`src/design/ibec_pkg.sv`:
```
// shared constants and types for the imu bias estimate and compensate unit
package ibec_pkg;

    localparam int COUNT_BITS = 16;
    localparam int FRAC_BITS  = 24;
    localparam int DATA_W     = 32;
    localparam int NUM_LANES  = 6;
    localparam int CFG_IDX_W  = 2;

    localparam logic [30:0] GRAVITY_RESET = 31'd164528285;

    // register indexes
    localparam logic [CFG_IDX_W-1:0] REG_GRAVITY = 2'd0;
    localparam logic [CFG_IDX_W-1:0] REG_RATE_X  = 2'd1;
    localparam logic [CFG_IDX_W-1:0] REG_RATE_Y  = 2'd2;
    localparam logic [CFG_IDX_W-1:0] REG_RATE_Z  = 2'd3;

    // item actions
    localparam logic ACT_ACCUMULATE = 1'b0;
    localparam logic ACT_COMPENSATE = 1'b1;

    // sequencer states
    typedef enum logic [2:0] {
        ST_IDLE = 3'b001,
        ST_DIV  = 3'b010,
        ST_OUT  = 3'b100
    } state_t;

    // lane control from the sequencer
    typedef struct packed {
        logic start;
        logic accumulate;
        logic step;
    } lane_ctrl_t;

endpackage

```
`src/design/ibec_lane.sv`:
```
// one axis lane: running sum and a restoring divider for the mean
module ibec_lane #(
    parameter int COUNT_BITS = ibec_pkg::COUNT_BITS
) (
    input  logic                         aclk,
    input  logic                         aresetn,
    input  ibec_pkg::lane_ctrl_t         ctrl,
    input  logic signed [31:0]           sample,
    input  logic [COUNT_BITS-1:0]        divisor,
    output logic signed [31:0]           mean
);
    localparam int SUM_W = 32 + COUNT_BITS;
    localparam int MAG_W = SUM_W;

    logic signed [SUM_W-1:0] sum_reg, sum_next;
    logic [MAG_W-1:0]        quo_reg, quo_next;
    logic [COUNT_BITS:0]     rem_reg, rem_next;
    logic                    neg_reg, neg_next;
    logic [MAG_W-1:0]        mag;
    logic [COUNT_BITS:0]     trial;
    logic [MAG_W-1:0]        q_signed;

    // sum update on request start when accumulating
    always_comb begin
        sum_next = sum_reg;
        if (ctrl.start && ctrl.accumulate) begin
            sum_next = sum_reg + SUM_W'(sample);
        end
    end

    // magnitude of the sum, taken after the update
    assign mag = sum_next[SUM_W-1] ? MAG_W'(-sum_next) : MAG_W'(sum_next);

    // one quotient bit a step
    assign trial = {rem_reg[COUNT_BITS-1:0], quo_reg[MAG_W-1]};

    always_comb begin
        quo_next = quo_reg;
        rem_next = rem_reg;
        neg_next = neg_reg;
        if (ctrl.start) begin
            quo_next = mag;
            rem_next = '0;
            neg_next = sum_next[SUM_W-1];
        end else if (ctrl.step) begin
            if (trial >= {1'b0, divisor}) begin
                rem_next = trial - {1'b0, divisor};
                quo_next = {quo_reg[MAG_W-2:0], 1'b1};
            end else begin
                rem_next = trial;
                quo_next = {quo_reg[MAG_W-2:0], 1'b0};
            end
        end
    end

    always_ff @(posedge aclk) begin
        if (!aresetn) begin
            sum_reg <= '0;
        end else begin
            sum_reg <= sum_next;
        end
        quo_reg <= quo_next;
        rem_reg <= rem_next;
        neg_reg <= neg_next;
    end

    // apply sign, zero when no samples
    assign q_signed = neg_reg ? MAG_W'(-quo_reg) : quo_reg;
    assign mean     = (divisor == '0) ? 32'sd0 : q_signed[31:0];
endmodule

```
`src/design/ibec_merge.sv`:
```
// output stage: bias removal with saturation or the plain mean, result register
module ibec_merge (
    input  logic                     aclk,
    input  logic                     load,
    input  logic                     compensate,
    input  logic [30:0]              gravity,
    input  logic signed [31:0]       rate [3],
    input  logic signed [31:0]       samp [ibec_pkg::NUM_LANES],
    input  logic signed [31:0]       mean [ibec_pkg::NUM_LANES],
    output logic signed [31:0]       result [ibec_pkg::NUM_LANES]
);
    logic signed [31:0] res_next [ibec_pkg::NUM_LANES];
    logic signed [34:0] bias [ibec_pkg::NUM_LANES];
    logic signed [34:0] diff [ibec_pkg::NUM_LANES];

    // bias per lane and saturated difference
    always_comb begin
        for (int i = 0; i < ibec_pkg::NUM_LANES; i++) begin
            bias[i] = 35'(mean[i]);
            if (i == 2) bias[i] = bias[i] + 35'({1'b0, gravity});
            if (i >= 3) bias[i] = bias[i] - 35'(rate[i-3]);
            diff[i] = 35'(samp[i]) - bias[i];
            if (!compensate) begin
                res_next[i] = mean[i];
            end else if (diff[i] > 35'sd2147483647) begin
                res_next[i] = 32'sh7fffffff;
            end else if (diff[i] < -35'sd2147483648) begin
                res_next[i] = 32'sh80000000;
            end else begin
                res_next[i] = diff[i][31:0];
            end
        end
    end

    always_ff @(posedge aclk) begin
        if (load) result <= res_next;
    end
endmodule

```
`src/design/imu_bias_estimate_compensate_unit.sv`:
```
// top level of the imu bias estimate and compensate unit
//
// channel   | ports             | direction
// input     | s_valid / s_ready | in
// result    | m_valid / m_ready | out
// config    | cfg_we / cfg_idx  | in
//
// an item goes through a load step, one quotient bit per cycle in the six
// parallel divider lanes, a merge step into the result register, then the result.
// one item is in flight at a time; s_ready is low until the result is taken.
// reset is synchronous active low, clears sums, count and rate registers, sets gravity.
// a stalled m_ready holds the result and blocks the next request.
module imu_bias_estimate_compensate_unit #(
    parameter int COUNT_BITS = ibec_pkg::COUNT_BITS
) (
    input  logic                 aclk,
    input  logic                 aresetn,
    input  logic                 s_valid,
    output logic                 s_ready,
    input  logic                 s_action,
    input  logic signed [31:0]   s_accel_x,
    input  logic signed [31:0]   s_accel_y,
    input  logic signed [31:0]   s_accel_z,
    input  logic signed [31:0]   s_gyro_x,
    input  logic signed [31:0]   s_gyro_y,
    input  logic signed [31:0]   s_gyro_z,
    output logic                 m_valid,
    input  logic                 m_ready,
    output logic signed [31:0]   m_out_accel_x,
    output logic signed [31:0]   m_out_accel_y,
    output logic signed [31:0]   m_out_accel_z,
    output logic signed [31:0]   m_out_gyro_x,
    output logic signed [31:0]   m_out_gyro_y,
    output logic signed [31:0]   m_out_gyro_z,
    output logic                 m_count_full,
    input  logic                 cfg_we,
    input  logic [ibec_pkg::CFG_IDX_W-1:0] cfg_idx,
    input  logic [31:0]          cfg_data
);
    localparam int STEPS  = 32 + COUNT_BITS;
    localparam int STEP_W = $clog2(STEPS + 1);
    localparam logic [COUNT_BITS-1:0] COUNT_MAX = '1;

    ibec_pkg::state_t state_reg, state_next;
    logic [STEP_W-1:0]      step_reg, step_next;
    logic [COUNT_BITS-1:0]  count_reg, count_next;
    logic                   act_reg;
    logic [30:0]            gravity_reg;
    logic signed [31:0]     rate_reg [3];
    logic signed [31:0]     samp_reg [ibec_pkg::NUM_LANES];
    logic signed [31:0]     samp_in  [ibec_pkg::NUM_LANES];
    logic signed [31:0]     mean     [ibec_pkg::NUM_LANES];
    logic signed [31:0]     result   [ibec_pkg::NUM_LANES];
    ibec_pkg::lane_ctrl_t   ctrl;
    logic                   accept;
    logic                   do_acc;

    assign samp_in[0] = s_accel_x;
    assign samp_in[1] = s_accel_y;
    assign samp_in[2] = s_accel_z;
    assign samp_in[3] = s_gyro_x;
    assign samp_in[4] = s_gyro_y;
    assign samp_in[5] = s_gyro_z;

    assign s_ready = (state_reg == ibec_pkg::ST_IDLE);
    assign m_valid = (state_reg == ibec_pkg::ST_OUT);
    assign accept  = s_valid && s_ready;
    assign do_acc  = (s_action == ibec_pkg::ACT_ACCUMULATE) && (count_reg != COUNT_MAX);

    assign ctrl.start      = accept;
    assign ctrl.accumulate = do_acc;
    assign ctrl.step       = (state_reg == ibec_pkg::ST_DIV) && (step_reg != '0);

    // sequencer
    always_comb begin
        state_next = state_reg;
        step_next  = step_reg;
        count_next = count_reg;
        unique case (state_reg)
            ibec_pkg::ST_IDLE: begin
                if (accept) begin
                    state_next = ibec_pkg::ST_DIV;
                    step_next  = STEP_W'(STEPS);
                    if (do_acc) count_next = count_reg + 1'b1;
                end
            end
            ibec_pkg::ST_DIV: begin
                if (step_reg != '0) begin
                    step_next = step_reg - 1'b1;
                end else begin
                    state_next = ibec_pkg::ST_OUT;
                end
            end
            ibec_pkg::ST_OUT: begin
                if (m_ready) state_next = ibec_pkg::ST_IDLE;
            end
            default: state_next = ibec_pkg::ST_IDLE;
        endcase
    end

    always_ff @(posedge aclk) begin
        if (!aresetn) begin
            state_reg   <= ibec_pkg::ST_IDLE;
            step_reg    <= '0;
            count_reg   <= '0;
            gravity_reg <= ibec_pkg::GRAVITY_RESET;
            rate_reg[0] <= '0;
            rate_reg[1] <= '0;
            rate_reg[2] <= '0;
        end else begin
            state_reg <= state_next;
            step_reg  <= step_next;
            count_reg <= count_next;
            if (cfg_we) begin
                unique case (cfg_idx)
                    ibec_pkg::REG_GRAVITY: gravity_reg <= cfg_data[30:0];
                    ibec_pkg::REG_RATE_X:  rate_reg[0] <= cfg_data;
                    ibec_pkg::REG_RATE_Y:  rate_reg[1] <= cfg_data;
                    ibec_pkg::REG_RATE_Z:  rate_reg[2] <= cfg_data;
                    default: ;
                endcase
            end
        end
    end

    // capture the request payload
    always_ff @(posedge aclk) begin
        if (accept) begin
            act_reg  <= s_action;
            samp_reg <= samp_in;
        end
    end

    // six divider lanes
    for (genvar g = 0; g < ibec_pkg::NUM_LANES; g++) begin : g_lane
        ibec_lane #(.COUNT_BITS(COUNT_BITS)) u_lane (
            .aclk    (aclk),
            .aresetn (aresetn),
            .ctrl    (ctrl),
            .sample  (samp_in[g]),
            .divisor (count_reg),
            .mean    (mean[g])
        );
    end

    ibec_merge u_merge (
        .aclk       (aclk),
        .load       ((state_reg == ibec_pkg::ST_DIV) && (step_reg == '0)),
        .compensate (act_reg == ibec_pkg::ACT_COMPENSATE),
        .gravity    (gravity_reg),
        .rate       (rate_reg),
        .samp       (samp_reg),
        .mean       (mean),
        .result     (result)
    );

    assign m_out_accel_x = result[0];
    assign m_out_accel_y = result[1];
    assign m_out_accel_z = result[2];
    assign m_out_gyro_x  = result[3];
    assign m_out_gyro_y  = result[4];
    assign m_out_gyro_z  = result[5];
    assign m_count_full  = (count_reg == COUNT_MAX);
endmodule

```
`config.mk`:
```
export PLATFORM = sky130hd
export DESIGN_NAME = imu_bias_estimate_compensate_unit
export DESIGN_NICKNAME = d
export VERILOG_FILES = /design/src/design/ibec_pkg.sv /design/src/design/ibec_lane.sv /design/src/design/ibec_merge.sv /design/src/design/imu_bias_estimate_compensate_unit.sv
export SDC_FILE = /design/constraint.sdc
export NUM_CORES = 2
export LEC_CHECK = 0
export BUFFER_PORTS_ARGS = -buffer_cell sky130_fd_sc_hd__buf_4
export CELL_PAD_IN_SITES_DETAIL_PLACEMENT = 1
export CELL_PAD_IN_SITES_GLOBAL_PLACEMENT = 1
export CORE_MARGIN = 1.5
export CORE_UTILIZATION = 25
export DETAILED_ROUTE_END_ITERATION = 16
export GPL_TIMING_DRIVEN = 0
export PLACE_DENSITY = 0.53
export SYNTH_ARGS = -nofsm -noshare
export SYNTH_HDL_FRONTEND = slang
export SYNTH_SLANG_ARGS = --single-unit
```
`constraint.sdc`:
```
create_clock -name aclk -period 9.2 [get_ports aclk]
set_input_delay 0.46 -clock aclk [delete_from_list [all_inputs] [get_ports aclk]]
set_output_delay 0.46 -clock aclk [all_outputs]
set_load 0.03 [all_outputs]
```
After elaboration in Yosys (flattened, before gate mapping):

Cells that the tools add are included.

* register bits: 1215
* word-level logic and storage cells: 202
* output and inout port bits: 195

* add/sub/neg operators: 36
* equal/unequal tests: 12
* reductions and logical operators: 18
* bitwise operators: 1
* $lt $le $gt $ge: 18
* multiplexer cells: 73

Operator list (count)
* 48-bit 2-to-1 mux: 24
* 32-bit 2-to-1 mux: 30
* 48-bit by 32-bit adder with 48-bit output: 6
* 48-bit negation: 6
* 35-bit by 32-bit greater-than comparator with 1-bit output (second input constant): 6
* 35-bit by 32-bit less-than comparator with 1-bit output (second input constant): 6
* 32-bit negation: 6
* 32-bit by 32-bit subtractor with 33-bit output: 5
* 32-bit by 33-bit subtractor with 34-bit output: 4
* 17-bit by 16-bit greater-or-equal comparator with 1-bit output: 6
* 16-bit 2-to-1 mux: 6
* 16-bit subtractor: 6
* 32-bit by 32-bit adder with 33-bit output: 1
* 16-bit by 1-bit adder with 16-bit output (second input constant): 1
* 16-bit == test (second input constant): 1
* 16-bit zero test: 1
* 16-bit inequality test (second input constant): 1
* 6-bit 2-to-1 mux: 2
* 6-bit one-hot mux with 2 select lines: 1
* 3-bit 2-to-1 mux: 3
* 3-bit one-hot mux with 3 select lines: 1
* 3-bit AND reduction: 3
* 2-bit AND reduction: 4
* 6-bit zero test: 1
* other kinds (14): 27

Longest topological paths before layout:

* word-level depth: 9
* mapped depth: 29

By module:

From an unflattened synthesis, not the netlist that was laid out.

* cells, all modules: 11760
* area total of the unflattened synthesis: 100057.2 sq um

By module, submodules not included
* ibec_lane (g_lane[0].u_lane ...): cells an instance 1345, times used 4, area each 10744.1 sq um
* ibec_merge: cells an instance 2787, times used 1, area each 23510.0 sq um
* imu_bias_estimate_compensate_unit: cells an instance 901, times used 1, area each 11808.8 sq um
* ibec_lane (g_lane[2].u_lane): cells an instance 1380, times used 1, area each 11053.1 sq um
* ibec_lane (g_lane[1].u_lane): cells an instance 1312, times used 1, area each 10709.0 sq um

Least setup slack after synthesis:

Ideal clock, no wire load.

* path kind: flip-flop to flip-flop
* start point: register state_reg[0]
* end point: register u_merge.result[0] in the netlist's numbering, enable pin
* path slack: -296 ps
* stages on the path, launching flop included: 4
* arrival: 8748 ps
* clock period less this slack: 9496 ps
* cells stage by stage: dfxtp_1 nand2b_1 or2_2 nor2_1

* longest elaborated chain between the ends: 2

Ends and longest elaborated chain
* start: declaration: line imu_bias_estimate_compensate_unit.sv:44 `ibec_pkg::state_t state_reg, state_next;`
* start signal: assignment: line imu_bias_estimate_compensate_unit.sv:103 `state_reg <= ibec_pkg::ST_IDLE;`
* start signal: assignment: line imu_bias_estimate_compensate_unit.sv:111 `state_reg <= state_next;`
* 3-bit by 2-bit == test with 1-bit output: line imu_bias_estimate_compensate_unit.sv:148 `.load ((state_reg == ibec_pkg::ST_DIV) && (step_reg == '0)),`
* 1-bit logical AND: line imu_bias_estimate_compensate_unit.sv:148
* via u_merge.load: line ibec_merge.sv:4 `input logic load,`
* end signal: assignment: line ibec_merge.sv:36 `if (load) result <= res_next;`
* end: declaration: line ibec_merge.sv:10 `output logic signed [31:0] result [ibec_pkg::NUM_LANES]`

The timed path passes the listed nets, and every way through them passes these cells.
A chain may end at the register's enable or synchronous reset.

Worst setup path after layout:

* start point: register count_reg[0]
* end point: register g_lane[1].u_lane.quo_reg[46] (data pin)

* longest elaborated chain between the ends: 7

Ends and longest elaborated chain
* start: declaration: line imu_bias_estimate_compensate_unit.sv:46 `logic [COUNT_BITS-1:0] count_reg, count_next;`
* start signal: assignment: line imu_bias_estimate_compensate_unit.sv:113 `count_reg <= count_next;`
* 16-bit inequality test (*): line imu_bias_estimate_compensate_unit.sv:68 `assign do_acc = (s_action == ibec_pkg::ACT_ACCUMULATE) && (count_reg != COUNT_MAX);`
* 1-bit logical AND (*): line imu_bias_estimate_compensate_unit.sv:68
* 1-bit logical AND (*): line ibec_lane.sv:26 `if (ctrl.start && ctrl.accumulate) begin`
* 48-bit 2-to-1 mux (*): line ibec_lane.sv:26
* 48-bit negation: line ibec_lane.sv:32 `assign mag = sum_next[SUM_W-1] ? MAG_W'(-sum_next) : MAG_W'(sum_next);`
* 48-bit 2-to-1 mux (*): line ibec_lane.sv:32
* 48-bit 2-to-1 mux (*): line ibec_lane.sv:41 `if (ctrl.start) begin`
* via g_lane[1].u_lane.quo_next[46]: line ibec_lane.sv:16 `logic [MAG_W-1:0] quo_reg, quo_next;`
* end signal: assignment: line ibec_lane.sv:62 `quo_reg <= quo_next;`
* end: declaration: line ibec_lane.sv:16

The timed path passes the listed nets; every way through them passes the cells marked *.

==> summary.md <==
| Metric | Value |
|---|---|
| Worst-margin pin slew | `1.55 ns` |
| Via count | `88143` |
| WP data arrival | `approximately 9.6 ns` |
| Post-Route WL | `469 mm` |
| Ys async rst share | `0%` |
| Initial Util | `25.2%` |
| CORE AREA | `366000 um^2` |
| Startpoint types | `flip-flop` |
| Combinational power share | `37.5%` |
| Sequential area share after synthesis | `33.8%` |
| Largest net degree at the start of global routing | `79` |
| Power Total | `~22000 uW` |
| Routability congestion estimate | `0.932` |
| Hold Crit Class | `in2reg` |
| Critical Path Sink | `g_lane[1].u_lane.quo_reg[46]` |
| Synthesized cell area | `approximately 92000 um^2` |
| Part of the power in registers | `between 30% and 40%` |
| Total gr overflow | `0` |
| Fill count | `~43000` |
| Clock buffer depth | `4` |
| Mapped Cells | `approximately 11000` |
| Layout Nets | `approximately 13000` |
| Share of layout cells above drive strength 1 | `about 8.6%` |
| Prevailing post-synth register cell | `edfxtp_1` |
| Internal cell power | `13100 uW` |
| First-pass GRT wire length | `661 mm` |
| Via-to-Cell Ratio | `5.30` |
| Net Sw Power | `between 8000 and 9000 uW` |
| Setup CP Type | `reg2reg` |
| Max-Cap Viols | `1` |
| Clk root buf | `clkbuf_16` |
| Clock Pin Slew Worst Setup and Hold Paths | `0.06 ns` |
| Clk pwr share | `31.5%` |
| Hold path start | `s_accel_y[31]` |
| Clock Latency Late Sink | `approximately 0.90 ns` |
| Crit path max fanout | `28` |
| Synthesis-to-layout area growth | `19.4%` |
| Max Freq | `0.112 GHz` |
| Htree depth | `4` |
| Antenna violations before repair | `58` |
| Port bufs | `425` |
| Fin. max-slew vios | `11` |
| Die Y-Extent | `610 um` |
| Status | `finished with violations` |
| Chip Width | `between 600 and 700 um` |
| Drt pass-1 iters | `5` |
| Post-synth EDFFs | `roughly 680` |
| Final-report hold violation count | `0` |
| Fin crit period | `8.96 ns` |
| Switching Share | `between 30% and 40%` |
| Synth area leader | `edfxtp_1` |
| Power Density | `196 nW/um^2` |
| FF-to-FF End | `g_lane[1].u_lane.quo_reg[46]` |
| I/O pin total | `427` |
| Cell variety after synth | `approximately 130` |
| Worst Skew | `0.0513 ns` |
| Post-DP HPWL | `~370 mm` |
| LEAKAGE | `about 0.044 uW` |
| Seq cells post-synth | `about 1200` |
| Synth Area per Inst | `8.54 um^2` |
| CTS tree | `done` |
| VDD IR-drop max | `between 0.1 and 0.15 mV` |
| FF-to-FF setup slack | `0.24 ns` |
| DRC viols | `0` |
| Drt wl/cell | `between 20 and 30 um` |
| CTS Buf Count | `166` |
| Rows | `roughly 220` |
| Antenna-violating nets left | `0` |
| Crit. Startpoint | `count_reg[0]` |
| Post-synth top area share | `22.1%` |
| CP required | `9.82 ns` |
| Crit path capture type | `flip-flop` |
| Number of setup violations in the final report | `0` |
| Setup TNS Final | `0 ns` |
| Die area | `between 300000 and 400000 um^2` |
| YS warnings | `0` |
| Syn nets | `11761` |
| Number of global-route vias before repair | `89775` |
| RSZ-0062 raised after global routing | `no` |
| Failing checks | `capacitance limit, slew limit` |
| Worst r2r path cells | `26` |
| RR Startpoint | `count_reg[0]` |
| Clock Sinks | `roughly 1200` |
| Relative slew margins | `-3.41%` |
| 1st-iter DRT viols | `about 6200` |
| Synth top area cells | `edfxtp_1 22%, dfxtp_1 12%, ha_1 8.1%` |
| GRT Total Usage | `24.4%` |
| Tcrit/Tclk final | `between 90% and 100%` |
## power by group through the flow
stage	logic [uW]	clock network (uW)	registers [uW]
finish	8090	6790	6690
floorplan	5120	0	6750
CTS	8050	6950	6690
detailed placement	7910	0	6800
global placement	7720	0	6890
global route	8780	7120	6730
## stage by stage
stage	hold slack [ns]	setup slack [ns]	area, um^2	util [%]	cells
after floorplan	0.426	0.0269	92100	-	10792
final	0.0758	0.236	110000	30.0	16622
after global routing	0.0359	0.0583	110000	30.0	16601
after detailed placement	0.448	-2.38	102000	27.9	16064
after CTS	0.00394	0.0645	110000	30.0	16588
after global placement	0.434	-6.91	101000	27.7	16033
## cell usage after synthesis, types with 88 or more instances
cell type  number
nand2_1      1360
fa_1          141
clkbuf_1      418
and2_1        130
or3_1         100
inv_1         675
edfxtp_1      679
o21ai_0       788
dfxtp_1       536
mux2i_1       164
a21oi_1       810
ha_1          596
o31ai_1       117
o21a_1        105
a31oi_1       132
xor2_1        354
nor3_1        195
xnor2_1       482
o211ai_1      112
nor2_1        769
a21o_1        307
nand3_1       190
nand4_1       167
a211oi_1       88
and3_1         88
## timing repair
item                       4_1_cts  5_1_grt
setup buffers                    4        1
resized for setup               23        3
hold endpoints to repair       314        0
setup endpoints to repair      288       52
hold buffers                   226        0
pin swaps                        3        0
## layout by cell type (no fill, tap or decap), types with 112 or more instances in the layout
cell / count
ha_1: 596
o211ai_1: 112
xnor2_1: 482
a21oi_1: 810
and2_1: 130
buf_4: 447
nand2_1: 1360
xor2_1: 354
dfxtp_1: 534
inv_1: 674
a21o_1: 307
mux2i_1: 164
dlygate4sd3_1: 226
edfxtp_1: 679
clkbuf_16: 174
o21ai_0: 786
o31ai_1: 116
fa_1: 141
a31oi_1: 132
nor3_1: 194
clkbuf_1: 422
nand3_1: 190
nor2_1: 767
nand4_1: 167
## layout make-up
cell class	instances	area [um^2]	share of cell area, %
multi-input combinational	8372	56200	51.1
sequential	1215	31100	28.3
timing repair buffer	687	6160	5.60
tap	4816	6030	5.48
clock buffer	224	4660	4.24
inverter	678	2550	2.32
buffer	521	2400	2.18
clock inverter	75	776	0.705
antenna	34	85.1	0.0774
## logic make-up (layout without fill, tap and decap cells)
kind of cell,after synthesis,count (layout),share of synthesized area (%)
simple gates,3462,3462,18.0
compound gates,3154,3154,21.8
flops,1215,1215,33.8
buf+inv,1205,2185,5.33
xor+xnor,837,837,7.97
fa+ha+maj,739,739,11.2
mux,180,180,1.98
other cells,0,34,0
## layer usage
layer / routed length, um / up-vias / GRT usage, % / share of wire, %
li1: - / 40656 / - / -
met1: 204000 / 44363 / 31.3 / 44
met2: 217000 / 2390 / 40.6 / 46
met3: 23400 / 712 / 3.23 / 5.0
met4: 24600 / 22 / 11.4 / 5.2
met5: 142 / - / 0 / 0.030
## worst min path at each step
| stage | to | slack [ns] | cells past startpoint |
|---|---|---|---|
| floorplan | g_lane[0].u_lane.rem_reg[15] | 0.43 | 2 |
| global placement | g_lane[1].u_lane.rem_reg[15] | 0.43 | 2 |
| detailed placement | g_lane[1].u_lane.rem_reg[15] | 0.45 | 2 |
| CTS | samp_reg[159] | 0.004 | 1 |
| global route | samp_reg[159] | 0.04 | 1 |
| finish | samp_reg[159] | 0.08 | 1 |
## worst max-delay path: stages, from the launching register on
cell and delay (ns):
dfxtp_2 0.61, ha_1 0.29, nand4_1 0.19, or4_4 0.71
nand2_2 0.35, buf_6 0.33, buf_12 0.25, buf_12 0.36
buf_6 0.34, buf_4 0.37, buf_2 0.42, buf_4 0.39
buf_4 0.37, buf_6 0.34, mux2i_1 0.36, ha_1 0.25
nand4_1 0.19, a211oi_2 0.37, and4_1 0.24, clkbuf_1 0.30
nor4b_4 0.28, buf_4 0.19, nand3b_1 0.18, nor4_4 0.38
a41oi_1 0.20, xnor2_1 0.21, o21ai_1 0.08
(Power assumes the default switching activity.)
